===== src/design/sgev_ram.sv =====
// ----------------------------------------------------------------------------
// Generic simple dual-port RAM
// One write port, one read port, read data registered.
// ----------------------------------------------------------------------------
module sgev_ram #(
  parameter int WIDTH = 8,
  parameter int DEPTH = 16
) (
  input  logic                     clk,
  input  logic                     we,
  input  logic [$clog2(DEPTH)-1:0] waddr,
  input  logic [WIDTH-1:0]         wdata,
  input  logic [$clog2(DEPTH)-1:0] raddr,
  output logic [WIDTH-1:0]         rdata
);

  logic [WIDTH-1:0] mem [DEPTH];

  always_ff @(posedge clk) begin
    if (we) begin
      mem[waddr] <= wdata;
    end
    rdata <= mem[raddr];
  end

endmodule


===== config.mk =====
export PLATFORM = sky130hd
export DESIGN_NAME = sgev_ram
export DESIGN_NICKNAME = d
export VERILOG_FILES = /design/src/design/sgev_ram.sv
export SDC_FILE = /design/constraint.sdc
export NUM_CORES = 1
export LEC_CHECK = 0
export BUFFER_PORTS_ARGS = -buffer_cell sky130_fd_sc_hd__buf_4
export CAP_MARGIN = 20
export CORE_ASPECT_RATIO = 1.1
export CORE_UTILIZATION = 60
export CTS_CLUSTER_DIAMETER = 50
export DETAILED_ROUTE_END_ITERATION = 8
export PLACE_DENSITY = 0.88
export SLEW_MARGIN = 20
export SYNTH_ARGS = -nofsm -noshare
export SYNTH_HDL_FRONTEND = slang
export SYNTH_SLANG_ARGS = --single-unit

===== constraint.sdc =====
create_clock -name clk -period 2.5 [get_ports clk]
set_clock_uncertainty 0.15 [all_clocks]
set_input_delay 0.375 -clock clk [delete_from_list [all_inputs] [get_ports clk]]
set_output_delay 0.375 -clock clk [all_outputs]
set_load 0.02 [all_outputs]

==> results of run 1 <==
critical path: cells and delay by family:
kind	cells	cell delay [ps]
buffers and inverters	2	480
multiplexers	1	600
AND/OR/NAND/NOR	1	100
AO/OA/AOI/OAI	1	250
cell usage after synthesis:
cell type,count,area (um2)
nand2b_1,2,12.5
nand3b_1,2,15.0
nor2b_1,1,6.26
and2b_1,1,7.51
dfxtp_1,8,160
clkdlybuf4s25_2,3,30.0
nand3_1,1,5.00
edfxtp_1,128,3840
or3b_2,1,8.76
a22oi_1,16,120
and2_1,1,6.26
mux4_1,14,368
nand2_1,9,33.8
nor2_1,13,48.8
nor3_1,4,20.0
buf_6,3,33.8
buf_4,1,7.51
mux4_2,18,405
buf_2,3,15.0
what timing repair did:
action	in CTS	in global routing
hold buffers	1	0
endpoints found under the hold margin	11	0
endpoints found under the setup margin	0	0
area by class of cell:
class	count	share of cell area, %
Clock buffer	23	7.67
Clock inverter	8	1.21
Multi-Input combinational cell	83	17.4
Sequential cell	136	65.8
Tap cell	111	2.28
Timing Repair Buffer	44	5.67
state kept, by name, indices dropped and copies added, names as in the netlist:
name and flops:
mem 128, rdata 8
kinds of logic after synthesis:
kind of cell / count (synthesis) / synth area share (%)
AND/OR/NAND/NOR: 35 / 3.18
buffers and inverters: 10 / 1.68
multiplexers: 32 / 15.0
AO/OA/AOI/OAI: 16 / 2.33
flip-flops: 136 / 77.8
final timing paths:
path,start,cells past startpoint,end,slack (ps)
hold / removal,wdata[6],1,mem[4][6],20
setup reg to reg,mem[1][1],3,rdata[1],930
setup / recovery,raddr[0],5,rdata[0],920
hold reg to reg,mem[15][5],3,rdata[5],530
power groups by stage:
stage	clock network [mW]	registers [mW]	logic, mW
finish	2.24	2.57	0.270
floorplan	0	2.63	0.129
global placement	0	2.61	0.254
global route	2.36	2.57	0.287
detailed placement	0	2.62	0.264
CTS	2.26	2.57	0.272
per-layer routing:
metal	vias to the layer above	wire length, um	track usage [%]
li1	1079	-	-
met1	1295	3990	34.7
met2	189	5290	39.5
met3	16	894	7.49
met4	0	198	9.93
met5	-	0	0
per-stage QoR:
stage	cells	util (%)	hold WS, ps	setup WS (ps)
2_1_floorplan	229	-	324	482
3_3_place_gp	373	66.2	493	510
3_5_place_dp	373	66.2	519	430
4_1_cts	405	72.8	0.914	887
5_1_grt	405	72.8	4.26	856
6_report	405	72.8	21.2	916
==> impl_metrics.toml, run 1 <==
[final_layout]
mostFrequentLayoutCells = "edfxtp_1, buf_4, mux4_2, a22oi_1, clkbuf_16"
diodes = 0
multi_input_area_um2 = 1060
layout_commonest_cell = "edfxtp_1"
nets = 300
fill_cells = 459
register_area_um2 = 4000
drive_gt1_share_pct = 30.6
syn2layout_area_growth_pct = 18.2
design_area_um2 = 6090

[power_and_ir_drop]
swShare_pct = 20.2
power_switching_mw = 1.03
power_leakage_nw = 2.08
combPwrFrac_pct = 5.3
total_power_mw = 5.08
power_frac_clock_pct = 44.1
irDropWorstVdd_mv = 0.569
pwr-share-seq_pct = 50.6
powerDensity_nw_per_um2 = 835
cell_internal_pwr_mw = 4.05

[routing]
dr.pass1.iters = 5
dr.first_iter.drc_count = 315
wl_mm = 10.4
routedWlPerCell_um = 25.6
drc_errors = 0
num_vias = 2579
vias_per_cell = 6.37
ant_nets = 0

[critical_path]
critPathRequiredTime_ps = 2740
crit_path_start_kind = "input pin"
crit_chain = "buf_4 -> buf_12 -> mux4_1 -> a22oi_1 -> nand2_1"
critPathCaptureType = "flip-flop"
cp.arrival_ps = 1830
crit_type = "input pin to flip-flop"
cp_slowest_cell = "mux4_1"
cp_max_fo = 20
max_stage_delay_ps = 600

[timing]
timing.final.crit_share_pct = 63.3
setup_viol = 0
max_freq_mhz = 631
rsz0062_at_grt = "false"
max-slew-margin-rel_pct = 47.3
worst_pin_slew_ps = 788
layout_min_cycle_time_ps = 1580
finalMaxSlewViolations = 0
fin_tns_setup_ps = 0
hold_viol = 0

[global_route]
antenna_found_initial = 0
grt_pass1_vias = 2568
grt_pass1_wl_mm = 15.6
overflow = 0
grt.total_usage_pct = 25.4
grt_max_degree = 33

[logic_synthesis]
synth_cell_types = 19
avgSynthCellArea_um2 = 22.5
synth_warnings = 0
seq_area_frac_synth_pct = 77.8
syn_inst = 229
synth_seq_cells = 136
syn_nets = 247
syn_area_um2 = 5150

[clock_tree]
cts_htree_levels = 4
cts_tree = "yes"
cts.sinks = 136
root_buffer = "clkbuf_8"
cts_resized = 0
post_cts_buffers = 0
path_clk_slew_ps = 60
worstSkewPairLatency_ps = 520
cts_buffers = 17
clockBufferDepth = 2

[place]
post-dp-hpwl_mm = 6.21
portBuffers = 25
place_area_um2 = 5540
gp_congestion = 0.770

[run]
cap_viol_max_count = 0

[floorplan]
io_pins = 26
start_util_pct = 61.5
dieArea_um2 = 8950
core_area_um2 = 8360
die_w_um = 90.3
fp.dieH_um = 99.1
rows = 35

[run_status]
status = "finished clean"

[worst_hold_path]
hold_path_class = "input pin to flip-flop"
(Power assumes the default switching activity.)
==> inputs of run 2 (changes only) <==
- ABC_AREA: unset -> 1
- CORE_UTILIZATION: 60 -> 55
- PLACE_DENSITY: 0.88 -> 0.85
- clock period: 2.5 -> 1.3 ns (I/O delays scaled with it)
==> impl_metrics.toml, run 2 <==
[critical_path]
ff2ff_setup_slack_ps = 70
r2r_start = "mem[0][6]"
crit_path_start_kind = "flip-flop"
critPathRequiredTime_ps = 950
cp_slowest_cell = "dfxtp_2"
critPathCaptureType = "primary output"
reg2regPathDepth = 6
crit_family = "flip-flops"
cp.arrival_ps = 1030
crit_chain = "buf_6"
crit_type = "flip-flop to primary output"
crit_buf_inv = 1
max_stage_delay_ps = 370
cp_max_fo = 1
worstReg2RegEnd = "rdata[6]"

[routing]
wl_mm = 13.9
routedWlPerCell_um = 18.2
drc_errors = 0
num_vias = 4323
ant_nets = 0
vias_per_cell = 5.64
dr.pass1.iters = 6
dr.first_iter.drc_count = 690

[clock_tree]
worstSkewPairLatency_ps = 530
post_cts_buffers = 0
cts_buffers = 17
clockBufferDepth = 2
cts_htree_levels = 4
root_buffer = "clkbuf_8"
path_clk_slew_ps = 60
cts.sinks = 136
cts_tree = "yes"

[final_layout]
largest_reg_flops = 128
syn2layout_area_growth_pct = 20.8
layout_commonest_cell = "nand2_1"
drive_gt1_share_pct = 15.0
diodes = 0
top_register = "mem"
mostFrequentLayoutCells = "nand2_1, edfxtp_1, inv_1, nand3_1, buf_4"
fin_util_pct = 69.4
nets = 631
largestRegisters = "mem (128), rdata (8)"

[logic_synthesis]
avgSynthCellArea_um2 = 10.5
syn_nets = 569
syn_area_um2 = 5770
synth_seq_cells = 136
synth_common_cells = "nand2_1, edfxtp_1, inv_1"
synth_warnings = 0
synthArstFlopShare_pct = 0
yosys.cell_count.top_type = "nand2_1"
synth_edf_count = 128
syn_inst = 551
synth_area_leaders = "edfxtp_1, nand2_1, nand3_1"
synth_cell_types = 12
synth_top_area_share_pct = 66.7
seq_area_frac_synth_pct = 69.4
yosysTopAreaCell = "edfxtp_1"
synth_flop_cell = "edfxtp_1"

[floorplan]
fp.dieH_um = 109
rows = 38
start_util_pct = 57.5
die_w_um = 99.6
core_area_um2 = 10000
io_pins = 26
dieArea_um2 = 10900

[global_route]
overflow = 0
antenna_found_initial = 0
grt_max_degree = 54
grt_pass1_wl_mm = 21.8
grt.total_usage_pct = 28.0
grt_pass1_vias = 4306

[timing]
layout_min_cycle_time_ps = 1380
max_freq_mhz = 726
rsz0062_at_grt = "true"
max-slew-margin-rel_pct = 78.9
finalMaxSlewViolations = 0
timing.final.crit_share_pct = 106
fin_tns_setup_ps = -174
finalWorstSetupSlack_ps = -77.4
hold_viol = 0
setup_viol = 8
worst_pin_slew_ps = 316
fin_hold_ws_ps = 72.3

[power_and_ir_drop]
powerDensity_nw_per_um2 = 1470
power_leakage_nw = 3.05
irDropWorstVdd_mv = 1.04
total_power_mw = 10.3

[worst_hold_path]
whs_endpoint = "rdata[5]"
hold_path_class = "input pin to flip-flop"
min_from = "raddr[2]"
worstHoldPathCells = 6

[place]
dp_slack_ps = -99.2
gp_congestion = 0.854
portBuffers = 25
post-dp-hpwl_mm = 8.45

[run]
cap_viol_max_count = 0

[run_status]
violations = "setup timing"
status = "finished with violations"
run 2: cell count changes in the layout (fill, tap and decap cells not counted), moves of 14 or more:
cell,before,now
mux4_2,18,0
nand2_1,9,173
mux4_1,14,0
a22oi_1,16,0
nand3_1,1,96
inv_1,0,100
run 2: worst max path at each step:
stage / start / end / slack (ps) / cells after the start
2_1_floorplan: waddr[3] / mem[4][0] / 4 / 2
3_3_place_gp: raddr[0] / rdata[4] / -60 / 8
3_5_place_dp: raddr[0] / rdata[4] / -100 / 8
4_1_cts: rdata[2] / rdata[2] / -70 / 1
5_1_grt: rdata[2] / rdata[2] / -80 / 1
6_report: rdata[2] / rdata[2] / -80 / 1
run 2: cells by family after synthesis:
kind of cell           Yosys count  synth area share [%]
buffers and inverters          126                  9.52
AND/OR/NAND/NOR                289                  21.0
flip-flops                     136                  69.4
run 2: metrics by stage:
stage	instance area, um2	instances
2_1_floorplan	5770	551
3_3_place_gp	6270	725
3_5_place_dp	6270	725
4_1_cts	6960	766
5_1_grt	6970	766
6_report	6970	766
run 2: worst register-to-register path: stages (launching register included):
cell      delay [ps]
edfxtp_1         410
inv_1             70
nand2_1           50
nand3_1           80
nand3_1          130
nand3_1          140
nand2_1           70
run 2: layout make-up:
| class | count | area (um2) |
|---|---|---|
| sequential | 136 | 4010 |
| clock buffer | 20 | 425 |
| fill | 622 | 3070 |
| multi-input combinational | 289 | 1220 |
| timing repair buffer | 67 | 618 |
| tap | 140 | 175 |
| inverter | 102 | 383 |
| clock inverter | 12 | 133 |
run 2: timing repair:
action	4_1_cts	5_1_grt
endpoints found under the hold margin	136	0
resized for setup	16	1
setup endpoints to repair	8	9
cloned	0	0
hold buffers	9	0
run 2: where the power goes:
part | switching (mW) | total, mW | leakage (nW) | internal [mW]
clock network | 1.68 | 4.55 | 0.272 | 2.88
logic | 0.479 | 0.755 | 1.56 | 0.276
registers | 0.0414 | 4.95 | 1.22 | 4.91
run 2: routing by layer:
layer,global-route usage (%),share of wire [%]
met2,45.9,49
met4,19.0,5.5
met3,7.76,11
met1,32.4,34
met5,0,0
==> inputs of run 3 (changes only) <==
- PLACE_DENSITY: 0.85 -> 0.75
==> impl_metrics.toml, run 3 (same netlist as run 2, synthesis figures left out) <==
[power_and_ir_drop]
pwr-share-seq_pct = 48.2
power_leakage_nw = 3.04
powerDensity_nw_per_um2 = 1470
combPwrFrac_pct = 7.2
irDropWorstVdd_mv = 0.962
swShare_pct = 21.5
power_frac_clock_pct = 44.6
cell_internal_pwr_mw = 8.05
power_switching_mw = 2.21
total_power_mw = 10.3

[global_route]
grt_pass1_wl_mm = 19.6
antenna_found_initial = 0
grt_max_degree = 34
grt.total_usage_pct = 25.1
overflow = 0
grt_pass1_vias = 3865

[clock_tree]
cts_tree = "yes"
post_cts_buffers = 0
clockBufferDepth = 2
root_buffer = "clkbuf_8"
cts_buffers = 17
cts_htree_levels = 4
cts.sinks = 136
path_clk_slew_ps = 60
worstSkewPairLatency_ps = 520

[final_layout]
layout_commonest_cell = "nand2_1"
drive_gt1_share_pct = 15.3
diodes = 0
instances_no_fill = 761
mostFrequentLayoutCells = "nand2_1, edfxtp_1, inv_1, nand3_1, buf_4"
syn2layout_area_growth_pct = 20.7
fill_cells = 693
nets = 626
top_register = "mem"
multi_input_area_um2 = 1210
largestRegisters = "mem (128), rdata (8)"
register_area_um2 = 4010
largest_reg_flops = 128

[timing]
max_freq_mhz = 755
fin_tns_setup_ps = -60.1
max-slew-margin-rel_pct = 80.0
rsz0062_at_grt = "true"
finalWorstSetupSlack_ps = -24.2
timing.final.crit_share_pct = 102
finalMaxSlewViolations = 0
setup_viol = 5
worst_pin_slew_ps = 299
hold_viol = 0
layout_min_cycle_time_ps = 1320

[worst_hold_path]
min_from = "raddr[2]"
whs_endpoint = "rdata[2]"
hold_path_class = "input pin to flip-flop"
worstHoldPathCells = 6

[routing]
routedWlPerCell_um = 16.2
dr.first_iter.drc_count = 390
num_vias = 3903
wl_mm = 12.3
ant_nets = 0
dr.pass1.iters = 5
vias_per_cell = 5.13
drc_errors = 0

[run_status]
status = "finished with violations"
violations = "setup timing"

[run]
cap_viol_max_count = 0

[place]
portBuffers = 25
post-dp-hpwl_mm = 7.46
gp_congestion = 0.827
dp_cells = 720

[critical_path]
crit_buf_inv = 1
r2r_start = "mem[1][3]"
critPathCaptureType = "primary output"
crit_type = "flip-flop to primary output"
ff2ff_setup_slack_ps = 130
cp_max_fo = 1
critPathRequiredTime_ps = 950
cp.arrival_ps = 980
reg2regPathDepth = 6
max_stage_delay_ps = 340
worstReg2RegEnd = "rdata[3]"
crit_chain = "buf_6"
cp_slowest_cell = "dfxtp_2"
crit_path_start_kind = "flip-flop"
crit_family = "flip-flops"

[floorplan]
rows = 38
dieArea_um2 = 10900
start_util_pct = 57.5
io_pins = 26
die_w_um = 99.6
fp.dieH_um = 109
core_area_um2 = 10000
run 3: area by class of cell:
type                    count  share of cell area [%]
clock buffers              20                    6.54
clock inverters            12                    1.80
well taps                 140                    2.52
repair buffers             62                    8.52
multi-input cells         289                    17.4
flip-flops and latches    136                    57.7
inverters                 102                    5.50
run 3: stage by stage:
stage          utilization, %  setup slack (ps)  hold WS [ps]  instance area [um2]
2_1_floorplan               -              4.16           144                 5770
5_1_grt                  69.4             -60.6          97.9                 6960
3_3_place_gp             62.3             -77.8           371                 6250
6_report                 69.4             -24.2          80.5                 6960
4_1_cts                  69.4             -45.8          61.7                 6960
3_5_place_dp             62.3             -97.7           363                 6250
run 3: power by group through the flow:
stage / logic, mW / registers [mW] / clock network [mW]
4_1_cts: 0.733 / 4.94 / 4.61
3_5_place_dp: 0.683 / 5.02 / 0
2_1_floorplan: 0.346 / 5.05 / 0
5_1_grt: 0.799 / 4.95 / 4.81
3_3_place_gp: 0.673 / 5.02 / 0
6_report: 0.734 / 4.94 / 4.58
run 3: timing repair:
| item | in CTS | in global routing |
|---|---|---|
| gates resized for setup | 15 | 1 |
| endpoints found under the hold margin | 136 | 0 |
| hold buffers | 9 | 0 |
| setup endpoints to repair | 8 | 8 |
run 3: per-layer routing:
| metal | track usage, % | part of all wire, % | routed length [um] |
|---|---|---|---|
| met1 | 32.5 | 41 | 5080 |
| met5 | 0 | 0 | 0 |
| met3 | 6.48 | 7.0 | 864 |
| met2 | 40.1 | 49 | 5990 |
| met4 | 11.9 | 3.0 | 367 |
run 3: worst max path at each step:
stage | start | to | slack, ps | cells after the start
final | rdata[6] | rdata[6] | -20 | 1
after global routing | rdata[4] | rdata[4] | -60 | 1
after CTS | rdata[6] | rdata[6] | -50 | 1
after detailed placement | raddr[0] | rdata[1] | -100 | 8
after global placement | raddr[0] | rdata[1] | -80 | 8
after floorplan | waddr[3] | mem[4][0] | 4 | 2
run 3: tightest hold or removal path, cell delays in order:
cell and delay [ps]:
buf_4 90, inv_1 60, buf_12 150, nand3_1 80, nand3_1 70, nand2_1 60
